==> config.mk <==
export PLATFORM = sky130hd
export DESIGN_NAME = block_bitmap_allocator_unit
export DESIGN_NICKNAME = d
export VERILOG_FILES = /design/src/hw/rtl/bba_pkg.sv /design/src/hw/rtl/bba_bitmap_store.sv /design/src/hw/rtl/bba_word_unit.sv /design/src/hw/rtl/block_bitmap_allocator_unit.sv
export SDC_FILE = /design/constraint.sdc
export NUM_CORES = 1
export LEC_CHECK = 0
export BUFFER_PORTS_ARGS = -buffer_cell sky130_fd_sc_hd__buf_2
export CAP_MARGIN = 10
export CORE_UTILIZATION = 40
export DETAILED_ROUTE_END_ITERATION = 16
export PLACE_DENSITY = 0.61
export SLEW_MARGIN = 20
export SYNTH_ARGS = -nofsm -noshare
export SYNTH_HDL_FRONTEND = slang
export SYNTH_HIERARCHICAL = 1
export SYNTH_SLANG_ARGS = --single-unit
==> constraint.sdc <==
create_clock -name clk_i -period 6.72 [get_ports clk_i]
set_input_delay 0.336 -clock clk_i [delete_from_list [all_inputs] [get_ports clk_i]]
set_output_delay 0.336 -clock clk_i [all_outputs]
set_load 0.01 [all_outputs]
==> src/hw/rtl/bba_pkg.sv <==
// Shared constants, codes and types of the block bitmap allocator.
package bba_pkg;

  localparam int NUM_BLOCKS = 1024;
  localparam int IDX_W      = 10;
  localparam int WORD_W     = 32;
  localparam int BIT_W      = $clog2(WORD_W);
  localparam int NUM_WORDS  = (NUM_BLOCKS + WORD_W - 1) / WORD_W;
  localparam int WADDR_W    = (NUM_WORDS > 1) ? $clog2(NUM_WORDS) : 1;
  localparam int LAST_WORD  = NUM_WORDS - 1;
  localparam int LAST_BITS  = NUM_BLOCKS - (NUM_WORDS - 1) * WORD_W;
  localparam int CNT_W      = $clog2(NUM_BLOCKS + 1);
  localparam int CMP_W      = (CNT_W > IDX_W) ? CNT_W : IDX_W;

  // Real blocks held in the last bitmap word.
  localparam logic [WORD_W-1:0] LAST_MASK =
    (LAST_BITS == WORD_W) ? {WORD_W{1'b1}} : WORD_W'((64'd1 << LAST_BITS) - 64'd1);

  typedef enum logic [1:0] {
    OP_QUERY = 2'd0,
    OP_USE   = 2'd1,
    OP_FREE  = 2'd2,
    OP_ALLOC = 2'd3
  } op_e;

  typedef enum logic [1:0] {
    ST_OK    = 2'd0,
    ST_FULL  = 2'd1,
    ST_RANGE = 2'd2
  } status_e;

  typedef enum logic {
    S_IDLE = 1'b0,
    S_SCAN = 1'b1
  } seq_state_e;

  typedef struct packed {
    logic               re;
    logic [WADDR_W-1:0] raddr;
    logic               we;
    logic [WADDR_W-1:0] waddr;
    logic [WORD_W-1:0]  wdata;
  } store_req_t;

  typedef struct packed {
    logic              bit_val;
    logic              found;
    logic [BIT_W-1:0]  pos;
    logic [WORD_W-1:0] set_word;
    logic [WORD_W-1:0] clr_word;
    logic [WORD_W-1:0] alloc_word;
  } word_res_t;

endpackage

==> src/hw/rtl/bba_bitmap_store.sv <==
// Bitmap word memory with per-word valid bits and a registered read port.
module bba_bitmap_store (
  input  logic                         clk_i,
  input  logic                         rst_ni,
  input  bba_pkg::store_req_t          req_i,
  output logic [bba_pkg::WORD_W-1:0]   rd_word_o
);
  import bba_pkg::*;

  logic [WORD_W-1:0] mem_q [NUM_WORDS];
  logic [NUM_WORDS-1:0] valid_q;
  logic [WORD_W-1:0] rd_data_q;
  logic              rd_valid_q;

  always_ff @(posedge clk_i) begin
    if (req_i.we) begin
      mem_q[req_i.waddr] <= req_i.wdata;
    end
    if (req_i.re) begin
      rd_data_q <= mem_q[req_i.raddr];
    end
  end

  // A word never written reads as all free.
  always_ff @(posedge clk_i or negedge rst_ni) begin
    if (!rst_ni) begin
      valid_q    <= '0;
      rd_valid_q <= 1'b0;
    end else begin
      if (req_i.we) begin
        valid_q[req_i.waddr] <= 1'b1;
      end
      if (req_i.re) begin
        rd_valid_q <= valid_q[req_i.raddr];
      end
    end
  end

  assign rd_word_o = rd_valid_q ? rd_data_q : '0;

endmodule

==> src/hw/rtl/bba_word_unit.sv <==
// Shared word unit: bit test, set, clear and first-free search on one bitmap word.
module bba_word_unit (
  input  logic [bba_pkg::WORD_W-1:0] word_i,
  input  logic [bba_pkg::BIT_W-1:0]  bit_sel_i,
  input  logic                       last_i,
  output bba_pkg::word_res_t         res_o
);
  import bba_pkg::*;

  logic [WORD_W-1:0] sel;
  logic [WORD_W-1:0] avail;
  logic [WORD_W-1:0] lowbit;
  logic [BIT_W-1:0]  pos;

  assign sel    = WORD_W'(1) << bit_sel_i;
  // Ignore bit positions past the last real block.
  assign avail  = ~word_i & (last_i ? LAST_MASK : {WORD_W{1'b1}});
  assign lowbit = avail & (~avail + WORD_W'(1));

  always_comb begin
    pos = '0;
    for (int i = WORD_W - 1; i >= 0; i--) begin
      if (avail[i]) begin
        pos = BIT_W'(i);
      end
    end
  end

  always_comb begin
    res_o.bit_val    = |(word_i & sel);
    res_o.found      = |avail;
    res_o.pos        = pos;
    res_o.set_word   = word_i | sel;
    res_o.clr_word   = word_i & ~sel;
    res_o.alloc_word = word_i | lowbit;
  end

endmodule

==> src/hw/rtl/block_bitmap_allocator_unit.sv <==
// Top level of the block bitmap allocator: sequencer, result registers and datapath.
//
//   channel  | handshake             | payload
//   ---------+-----------------------+------------------------------------------
//   request  | start / busy          | op_i, block_index_i
//   result   | done_o (1-cycle)      | result_block_o, is_used_o, status_o
//
// A request is taken when start is high and busy is low. Query, mark used and
// mark free take one bitmap word read; done_o pulses once the result of that
// word is registered. An out-of-range index is answered the cycle after
// acceptance. Allocate scans one 32-bit word per cycle through the shared word
// unit over the single read port until a free block is found or the last word
// is seen. The receiver cannot stall; done_o is not held. Reset clears the
// per-word valid bits at once, so the bitmap reads all free with no sweep.
module block_bitmap_allocator_unit (
  input  logic                      clk_i,
  input  logic                      rst_ni,
  input  logic                      start,
  output logic                      busy,
  input  logic [1:0]                op_i,
  input  logic [bba_pkg::IDX_W-1:0] block_index_i,
  output logic                      done_o,
  output logic [bba_pkg::IDX_W-1:0] result_block_o,
  output logic                      is_used_o,
  output logic [1:0]                status_o
);
  import bba_pkg::*;

  seq_state_e         state_q, state_d;
  op_e                op_q, op_d;
  logic [IDX_W-1:0]   idx_q, idx_d;
  logic [WADDR_W-1:0] addr_q, addr_d;
  logic               done_q, done_d;
  logic [IDX_W-1:0]   rblk_q, rblk_d;
  logic               used_q, used_d;
  status_e            status_q, status_d;

  store_req_t         req;
  logic [WORD_W-1:0]  rd_word;
  word_res_t          wres;

  logic               accept;
  logic               in_range;
  logic [WADDR_W-1:0] in_addr;
  logic               last_word;
  logic               scan_done;

  assign accept    = start && (state_q == S_IDLE);
  assign in_range  = CMP_W'(block_index_i) < CMP_W'(NUM_BLOCKS);
  assign in_addr   = WADDR_W'(CMP_W'(block_index_i) >> BIT_W);
  assign last_word = (addr_q == WADDR_W'(LAST_WORD));

  bba_bitmap_store u_store (
    .clk_i     (clk_i),
    .rst_ni    (rst_ni),
    .req_i     (req),
    .rd_word_o (rd_word)
  );

  bba_word_unit u_word (
    .word_i    (rd_word),
    .bit_sel_i (idx_q[BIT_W-1:0]),
    .last_i    (last_word),
    .res_o     (wres)
  );

  // The scan state ends unless allocate found nothing and more words remain.
  assign scan_done = (op_q != OP_ALLOC) || wres.found || last_word;

  // Next state.
  always_comb begin
    state_d = state_q;
    case (state_q)
      S_IDLE: begin
        if (accept && ((op_e'(op_i) == OP_ALLOC) || in_range)) begin
          state_d = S_SCAN;
        end
      end
      S_SCAN: begin
        if (scan_done) begin
          state_d = S_IDLE;
        end
      end
      default: state_d = S_IDLE;
    endcase
  end

  // Memory requests, operand capture and results.
  always_comb begin
    req      = '0;
    op_d     = op_q;
    idx_d    = idx_q;
    addr_d   = addr_q;
    done_d   = 1'b0;
    rblk_d   = rblk_q;
    used_d   = used_q;
    status_d = status_q;
    case (state_q)
      S_IDLE: begin
        if (accept) begin
          op_d  = op_e'(op_i);
          idx_d = block_index_i;
          if (op_e'(op_i) == OP_ALLOC) begin
            addr_d    = '0;
            req.re    = 1'b1;
            req.raddr = '0;
          end else if (in_range) begin
            addr_d    = in_addr;
            req.re    = 1'b1;
            req.raddr = in_addr;
          end else begin
            // Reject right away; bitmap untouched.
            done_d   = 1'b1;
            rblk_d   = block_index_i;
            used_d   = 1'b0;
            status_d = ST_RANGE;
          end
        end
      end
      S_SCAN: begin
        req.waddr = addr_q;
        case (op_q)
          OP_QUERY: begin
            done_d   = 1'b1;
            rblk_d   = idx_q;
            used_d   = wres.bit_val;
            status_d = ST_OK;
          end
          OP_USE: begin
            req.we    = 1'b1;
            req.wdata = wres.set_word;
            done_d    = 1'b1;
            rblk_d    = idx_q;
            used_d    = 1'b0;
            status_d  = ST_OK;
          end
          OP_FREE: begin
            req.we    = 1'b1;
            req.wdata = wres.clr_word;
            done_d    = 1'b1;
            rblk_d    = idx_q;
            used_d    = 1'b0;
            status_d  = ST_OK;
          end
          OP_ALLOC: begin
            if (wres.found) begin
              req.we    = 1'b1;
              req.wdata = wres.alloc_word;
              done_d    = 1'b1;
              rblk_d    = IDX_W'({addr_q, wres.pos});
              used_d    = 1'b0;
              status_d  = ST_OK;
            end else if (last_word) begin
              done_d   = 1'b1;
              rblk_d   = '0;
              used_d   = 1'b0;
              status_d = ST_FULL;
            end else begin
              // Advance to the next word; its data arrives next cycle.
              addr_d    = addr_q + WADDR_W'(1);
              req.re    = 1'b1;
              req.raddr = addr_q + WADDR_W'(1);
            end
          end
          default: done_d = 1'b0;
        endcase
      end
      default: done_d = 1'b0;
    endcase
  end

  always_ff @(posedge clk_i or negedge rst_ni) begin
    if (!rst_ni) begin
      state_q <= S_IDLE;
      done_q  <= 1'b0;
    end else begin
      state_q <= state_d;
      done_q  <= done_d;
    end
  end

  always_ff @(posedge clk_i) begin
    op_q     <= op_d;
    idx_q    <= idx_d;
    addr_q   <= addr_d;
    rblk_q   <= rblk_d;
    used_q   <= used_d;
    status_q <= status_d;
  end

  assign busy           = (state_q != S_IDLE);
  assign done_o         = done_q;
  assign result_block_o = rblk_q;
  assign is_used_o      = used_q;
  assign status_o       = status_q;

endmodule

==> Word-level counts from Yosys, hierarchy flattened <==
Memories as Yosys holds them, arrays and structs flattened. A register that Yosys moved wholly into a read port is not among the register bits.
Index checks and enable logic that the tools add are counted.
{ "word_totals": {"reg_bits": 65, "mem_bits_rw": 1024, "in_bits": 15, "out_inout_bits": 15, "wordCells": 125, "mem_count": 1} }
{ "op_classes": {"addsub": 2, "order_cmp": 3, "eq_ne": 11, "n_shift": 1, "muxes": 75, "bitwise": 10, "reduce_logical": 12} }
{ "memory_table": {"columns": ["name", "depth", "width", "read_ports", "rd_clocked_by_memory_dff", "wr", "line", "rtl"], "rows": [
  ["u_store.mem_q", 32, 32, 1, 1, 1, "bba_bitmap_store.sv:10", "logic [WORD_W-1:0] mem_q [NUM_WORDS];"]
]} }
{ "op_table": {"columns": ["op", "count"], "rows": [
  ["5-bit 2-to-1 mux", 38],
  ["32-bit bitwise AND", 3],
  ["32-bit NOT", 3],
  ["32-bit OR", 3],
  ["32-bit one-hot mux with 3 select lines", 1],
  ["32-bit 2-to-1 mux", 2],
  ["32-bit OR reduction", 2],
  ["38-bit 2-to-1 mux", 1],
  ["32-bit by 1-bit adder with 32-bit output, second input constant", 1],
  ["1-bit by 5-bit << shifter with 32-bit output, first input constant", 1],
  ["10-bit 2-to-1 mux", 3],
  ["6-bit 2-to-1 mux", 4],
  ["10-bit one-hot mux with 2 select lines", 1],
  ["5-bit by 6-bit less-than comparator with 1-bit output, second input constant", 2],
  ["1-bit 2-to-1 mux", 12],
  ["6-bit one-hot mux with 2 select lines", 1],
  ["5-bit one-hot mux with 2 select lines", 1],
  ["2-bit inequality test, second input constant", 4],
  ["1-bit one-hot mux with 2 select lines", 4],
  ["2-bit == test, second input constant", 3],
  ["2-bit 2-to-1 mux", 3],
  ["5-bit by 1-bit adder with 5-bit output, second input constant", 1],
  ["1-bit binary-select mux with 5-bit select", 1],
  ["1-bit demux with 5-bit select", 1],
  ["15 further kinds", 18]
]} }

==> Depth between registers and ports, before layout <==
Gate-level depths: netlist (run 1).
{ "logic_depth": {"ltp_word": 37, "mapped_depth": 18, "depth_no_buf": 13} }

==> By module <==
The synthesis (run 1) kept the hierarchy.
{ "by_module_without_submodules": {"columns": ["module", "instances", "cells_each", "area_each_um2", "seq_area_each_um2"], "rows": [
  ["bba_bitmap_store", 1, 1672, 41412.2, 32536.2],
  ["block_bitmap_allocator_unit", 1, 202, 1966.9, 920.9],
  ["bba_word_unit", 1, 284, 1670.4, 0.0]
]} }

==> Worst setup path before layout (run 1) <==
OpenSTA, ideal clock, no wires.
{ "synth_path": {"path_type": "flip-flop to flip-flop", "startpoint": "register u_store.rd_valid_q", "endpoint": "register u_store.rd_data_q[0], read port of u_store.mem_q, data pin", "t_arrival_ps": 4127, "t_required_ps": 6460, "path_slack_ps": 2334, "path_stages_with_launch": 16, "n_path_buf": 4, "synth_period_minus_slack_ps": 4386, "path_cell_list": "dfrtp_1 -> clkbuf_1 -> and2_1 -> nand4_4 -> nor4b_4 -> nand4_1 -> nand2b_1 -> inv_1 -> nand2b_1 -> o22ai_1 -> clkbuf_1 -> clkbuf_1 -> buf_1 -> mux4_2 -> mux4_2 -> mux2_2"} }
{ "synth_rtl": {"columns": ["element", "line", "rtl"], "rows": [
  ["start, declared", "bba_bitmap_store.sv:13", "logic rd_valid_q;"],
  ["start signal, assigned", "bba_bitmap_store.sv:34", "rd_valid_q <= valid_q[req_i.raddr];"],
  ["end, declared", "bba_bitmap_store.sv:12", "logic [WORD_W-1:0] rd_data_q;"]
]} }

==> results.json, run 1 <==
{
  "drt.antenna.violating_nets": 0,
  "areaGrowthSynthToFinish_pct": 14.4,
  "crit_path_end_kind": "register",
  "core_area_um2": 111000,
  "yosys.area.top_type_share_pct": 72.3,
  "finClkSkew_ps": 28.5,
  "grt_max_degree": 76,
  "finalCritPeriodShare_pct": 84.3,
  "synthDistinctLibCells": 63,
  "synth_nets": 2180,
  "drt_iter0_markers": 3171,
  "fill_cells": 9186,
  "grt_setup_unrepaired": "no",
  "ys_async_sr_fraction_pct": 3.13,
  "dp.cells": 3640,
  "slew-limit-headroom_pct": 24.1,
  "tightest_slew_ps": 1140,
  "viasPerCell": 5.88,
  "die_w_um": 338,
  "p_comb_share_pct": 6.7,
  "clockPowerShare_pct": 40.8,
  "drive_above_1_share_pct": 31.3,
  "synth.area.top_cells": "edfxtp_1, mux4_2, dfrtp_1",
  "worstSetupPathType": "register to register",
  "cts_buffers": 111,
  "reg2reg_depth": 14,
  "grt_antenna_before_repair": 9,
  "p_leak_uw": 0.0163,
  "vias": 22703,
  "setup_viol": 0,
  "clock.fmax_ghz": 0.177,
  "synth.avg_cell_area_um2": 20.9,
  "final_nets": 2300,
  "cp.required_ps": 7170,
  "grt_pass1_vias": 22853,
  "htree_levels": 3,
  "cts_resized": 0,
  "initial_utilization_pct": 40.5,
  "cts_root_buffer": "clkbuf_16",
  "rrSetupSlack_ps": 1060,
  "p_sw_uw": 3190,
  "netlist.top_cell.by_area": "edfxtp_1",
  "firstDrtPassIters": 12,
  "finalNonFillerCells": 3860,
  "wl_per_cell_um": 30.4,
  "rows": 122,
  "hold_buffers": 13,
  "drc_errors": 0,
  "gr-total-overflow": 0,
  "tns_ps": 0,
  "cp_max_fo": 39,
  "power_frac_seq_pct": 52.5,
  "numPortBuffers": 28,
  "min_path_type": "primary input to asynchronous set/reset pin",
  "ys.flop_type": "edfxtp_1",
  "hold_violations": 0,
  "clkSlewWorstSetupHoldPaths_ps": 60,
  "cts_tree": "done",
  "power_density_nw_per_um2": 288,
  "ys_warn_count": 6,
  "slew_viol_final": 0,
  "syn-cell-area_um2": 45000,
  "clock_latency_ps": 700,
  "outcome": "complete, no violations",
  "ys_ff_latch": 1120,
  "synth_edf_count": 1085,
  "wl_um": 117000,
  "numClockSinks": 1120,
  "dp_hpwl_um": 64200,
  "gp_congestion": 0.927,
  "critPathArrivalTime_ps": 6110,
  "cp-start-kind": "register",
  "ys_seq_area_share_pct": 74.3,
  "track_usage_pct": 20.9,
  "min_period_ps": 5660,
  "io_pins": 30,
  "peakVddDrop_v": 0.000209,
  "postCtsSetupRepairBufs": 0,
  "drv_cap": 0,
  "p_int_uw": 11700,
  "cts_buffer_depth": 3,
  "netlist_instances": 2158,
  "die_area_um2": 114000,
  "switching_share_pct": 21.5,
  "die-height_um": 338,
  "grt_first_pass_wirelength_um": 168000
}
final timing paths:
path,end,startpoint
setup / recovery,u_store/rd_data_q[0],u_store/rd_valid_q
hold / removal,busy,rst_ni
setup reg to reg,u_store/rd_data_q[0],u_store/rd_valid_q
hold reg to reg,u_store/valid_q[19],u_store/valid_q[19]
max in group asynchronous,u_store/valid_q[30],rst_ni
min in group clk_i,idx_q[8],start
layout make-up:
type                    instances  area, um^2  share of cell area [%]
diodes                          1        2.50                 0.00486
clock buffers                 142        2980                    5.78
clock inverters                64         571                    1.11
inverters                      23        86.3                   0.168
multi-input cells             895       11300                    21.9
flip-flops and latches       1120       33500                    64.9
well taps                    1488        1860                    3.61
repair buffers                127        1290                    2.50
cell usage after synthesis, types with 11 or more instances:
| library cell | n |
|---|---|
| and2_1 | 50 |
| o21ai_0 | 33 |
| mux2i_1 | 19 |
| nand4_1 | 11 |
| dfrtp_1 | 35 |
| inv_1 | 23 |
| nand2b_1 | 23 |
| mux2_2 | 36 |
| buf_2 | 33 |
| nor2_1 | 94 |
| or2_2 | 54 |
| a31oi_1 | 13 |
| edfxtp_1 | 1085 |
| nand2_1 | 53 |
| a222oi_1 | 32 |
| nand3_1 | 22 |
| clkbuf_1 | 69 |
| mux4_2 | 320 |
| a21oi_1 | 18 |
| nor2b_1 | 25 |
| buf_6 | 11 |
logic make-up after synthesis:
kind of cell | after synthesis | synth area share (%)
flip-flops | 1120 | 74.3
multiplexers | 375 | 17.3
adder cells (fa/ha/maj) | 7 | 0.194
AO/OA/AOI/OAI | 144 | 2.33
buffers and inverters | 143 | 1.48
XOR/XNOR | 2 | 0.0389
AND/OR/NAND/NOR | 365 | 4.35
other | 2 | 0.0167
cell usage in the layout, fill, tap and decap left out, types with 18 or more instances in the layout:
cell       count
a21oi_1       18
a222oi_1      32
and2_1        50
buf_12        25
buf_2         28
buf_4         58
clkbuf_1      26
clkbuf_16    114
clkinv_1      27
clkinv_2      19
dfrtp_1       35
edfxtp_1    1085
inv_1         23
mux2_2        36
mux2i_1       19
mux4_2       320
nand2_1       53
nand2b_1      23
nand3_1       22
nor2_1        51
nor2_4        38
nor2b_1       25
o21ai_0       31
or2_2         54
power by group through the flow:
stage                     Combinational [uW]  Sequential, uW  Clock [uW]
after CTS                                987            7800        6170
after global routing                    1060            7800        6420
after global placement                   959            7940           0
final                                    994            7800        6050
after floorplan                          680            7920           0
after detailed placement                 977            7940           0
worst max-delay path, stage by stage (launching register included):
cell,delay (ps)
dfrtp_1,330
buf_4,310
and2_1,410
nand2_1,270
nor4b_4,520
nand4_1,430
nand2b_1,370
inv_1,160
nand2b_1,190
o22ai_4,360
buf_12,290
buf_12,340
mux4_2,550
mux4_2,530
mux2_2,280
sequential cells by signal (all words and copies together) (netlist names):
signal,cells
op_q,2
is_used_o,1
u_store/valid_q,32
u_store/rd_valid_q,1
status_o,1
busy,1
done_o,1
u_store/rd_data_q,32
u_store/mem_q,1024
addr_q,5
idx_q,10
result_block_o,10
metal layers:
layer | GRT usage [%] | vias up | routed length [um]
li1 | - | 9213 | -
met1 | 30.6 | 12292 | 50500
met2 | 31.9 | 1027 | 54100
met3 | 3.94 | 165 | 9740
met4 | 5.76 | 6 | 2720
met5 | 0 | - | 43
stage by stage:
step                      cell area (um^2)  worst slack, ps  util, %  hold slack [ps]  power [uW]
final                                51500             1060     46.4              268       14800
after global placement               47700             1190     43.0              451        8900
after detailed placement             47800             1160     43.0              453        8920
after global routing                 51500              740     46.4              320       15300
after floorplan                      45000             2330        -             40.4        8600
after CTS                            51500             1140     46.3              266       15000
(Power assumes the default switching activity.)
==> inputs of run 2 (changes only) <==
- PLACE_DENSITY: 0.61 -> 0.63
- clock period: 6.72 -> 4.9 ns (I/O delays scaled with it)
==> run 2 against run 1 <==
Net effect:
- worst hold slack got worse by 69 ps
- sequential share of layout area decreased by 1.0 points
- clock skew increased by 17 ps
- register-to-register slack got worse by 750 ps
- maximum frequency increased by 23%
- utilization increased by 0.75 points
- via count increased by 3.4%
- flip-flop and latch count unchanged
- worst setup slack got worse by 750 ps
- critical path type unchanged
==> results.json, run 2 (same netlist as run 1, synthesis figures left out) <==
{
  "outcome": "complete, no violations",
  "track_usage_pct": 21.3,
  "core_area_um2": 111000,
  "viasPerCell": 5.95,
  "dp_hpwl_um": 67800,
  "grt_setup_unrepaired": "no",
  "top_regs": "u_store/mem_q (1024), u_store/rd_data_q (32), u_store/valid_q (32)",
  "finalCritPeriodShare_pct": 93.8,
  "layout_commonest_cell": "edfxtp_1",
  "drt_iter0_markers": 3240,
  "min_path_type": "primary input to asynchronous set/reset pin",
  "final_cell_mix": "edfxtp_1, mux4_2, buf_4",
  "largest_register_ffs": 1024,
  "slew_viol_final": 0,
  "drc_errors": 0,
  "rrSetupSlack_ps": 310,
  "grt_pass1_vias": 23217,
  "areaGrowthSynthToFinish_pct": 16.2,
  "critPathLaunch": "u_store/rd_valid_q",
  "clkSlewWorstSetupHoldPaths_ps": 60,
  "critPathMostFrequentCell": "buf_12",
  "wl_per_cell_um": 30.3,
  "setup_viol": 0,
  "tns_ps": 0,
  "io_pins": 30,
  "cts_buffers": 112,
  "crit_path_end_kind": "register",
  "peakVddDrop_v": 0.000299,
  "clock_latency_ps": 710,
  "drive_above_1_share_pct": 33.3,
  "wl_um": 119000,
  "drt.antenna.violating_nets": 0,
  "crit_chain": "buf_12, and2_1, nand4_1, nor2_1, nand4_1, nand2b_1, inv_1, nand2b_1, o22ai_4, buf_12, buf_12, mux4_2, mux4_2, mux2_2",
  "numClockSinks": 1120,
  "finClkSkew_ps": 45.3,
  "gr-total-overflow": 0,
  "reg2reg_depth": 14,
  "final_nets": 2386,
  "cts_tree": "done",
  "grt_max_degree": 48,
  "hold_violations": 0,
  "crit_slowest_cell": "mux4_2",
  "die-height_um": 338,
  "slew-limit-headroom_pct": 20.0,
  "cts_root_buffer": "clkbuf_16",
  "cpPeakStageDelay_ps": 540,
  "htree_levels": 3,
  "power_density_nw_per_um2": 389,
  "finalNonFillerCells": 3942,
  "clock.fmax_ghz": 0.218,
  "dp.cells": 3725,
  "gp_congestion": 0.903,
  "cp-start-kind": "register",
  "numPortBuffers": 28,
  "rows": 122,
  "cp.required_ps": 5310,
  "antenna_cells": 0,
  "die_area_um2": 114000,
  "cts_buffer_depth": 3,
  "critPathArrivalTime_ps": 5010,
  "tightest_slew_ps": 1200,
  "cts_resized": 0,
  "grt_first_pass_wirelength_um": 171000,
  "drv_cap": 0,
  "p_leak_uw": 0.0168,
  "r2r-start": "u_store/rd_valid_q",
  "r2r_end": "u_store/rd_data_q[5]",
  "min_period_ps": 4590,
  "grt_antenna_before_repair": 3,
  "firstDrtPassIters": 9,
  "cp_max_fo": 33,
  "die_w_um": 338,
  "worstSetupPathType": "register to register",
  "initial_utilization_pct": 40.5,
  "regMostFlops": "u_store/mem_q",
  "vias": 23471,
  "crit_end": "u_store/rd_data_q[5]"
}
-- run 2: cell types whose count changed in the layout (fill, tap and decap cells not counted), sizes merged --
cell / before / now
buf: 114 / 199
clkinv: 48 / 43
clkbuf: 142 / 145
inv: 26 / 29
bufinv: 10 / 8
clkinvlp: 3 / 2
diode: 1 / 0
-- run 2: power breakdown --
part	internal (uW)	leakage (uW)	switching, uW
Combinational	642	0.00448	833
Sequential	10600	0.0106	65.6
Clock	4670	0.00170	3560
-- run 2: final cells by class --
class / instances / area [um^2]
timing repair buffer: 212 / 2150
sequential: 1120 / 33500
inverter: 23 / 86.3
clock inverter: 59 / 562
clock buffer: 145 / 2950
tap: 1488 / 1860
multi-input combinational: 895 / 11300
fill: 9187 / 58800
-- run 2: repair_timing --
action,4_1_cts,5_1_grt
hold endpoints to repair,52,0
endpoints found under the setup margin,0,0
setup buffers,0,0
hold buffers,13,0
-- run 2: metal layers --
| metal | global-route usage (%) | wire (um) | part of all wire, % |
|---|---|---|---|
| met1 | 32.2 | 52200 | 44 |
| met2 | 32.4 | 55400 | 46 |
| met3 | 3.16 | 9320 | 7.8 |
| met4 | 5.13 | 2520 | 2.1 |
| met5 | 0 | 0 | 0 |
-- run 2: critical path: cells and delay by family, from the launching register on --
family / cells / cell delay (ps)
and+or+nand+nor: 6 / 1450
muxes: 3 / 1370
buffers and inverters: 4 / 790
AOI/OAI and AO/OA: 1 / 270
DFF: 1 / 380
-- run 2: worst min-delay path by stage --
stage | to | cells past startpoint
finish | u_store/valid_q[17] | 2
global route | idx_q[1] | 3
CTS | busy | 2
detailed placement | done_o | 1
global placement | done_o | 1
floorplan | busy | 0
-- run 2: metrics by stage --
stage / total power [uW] / worst slack [ps] / area (um^2) / utilization, % / hold slack [ps]
CTS: 20500 / 354 / 52300 / 47.1 / 186
global route: 21000 / 173 / 52400 / 47.1 / 238
global placement: 12300 / 320 / 48500 / 43.7 / 342
finish: 20400 / 305 / 52400 / 47.1 / 199
floorplan: 11800 / 514 / 45000 / - / -50.6
detailed placement: 12300 / 378 / 48700 / 43.8 / 365
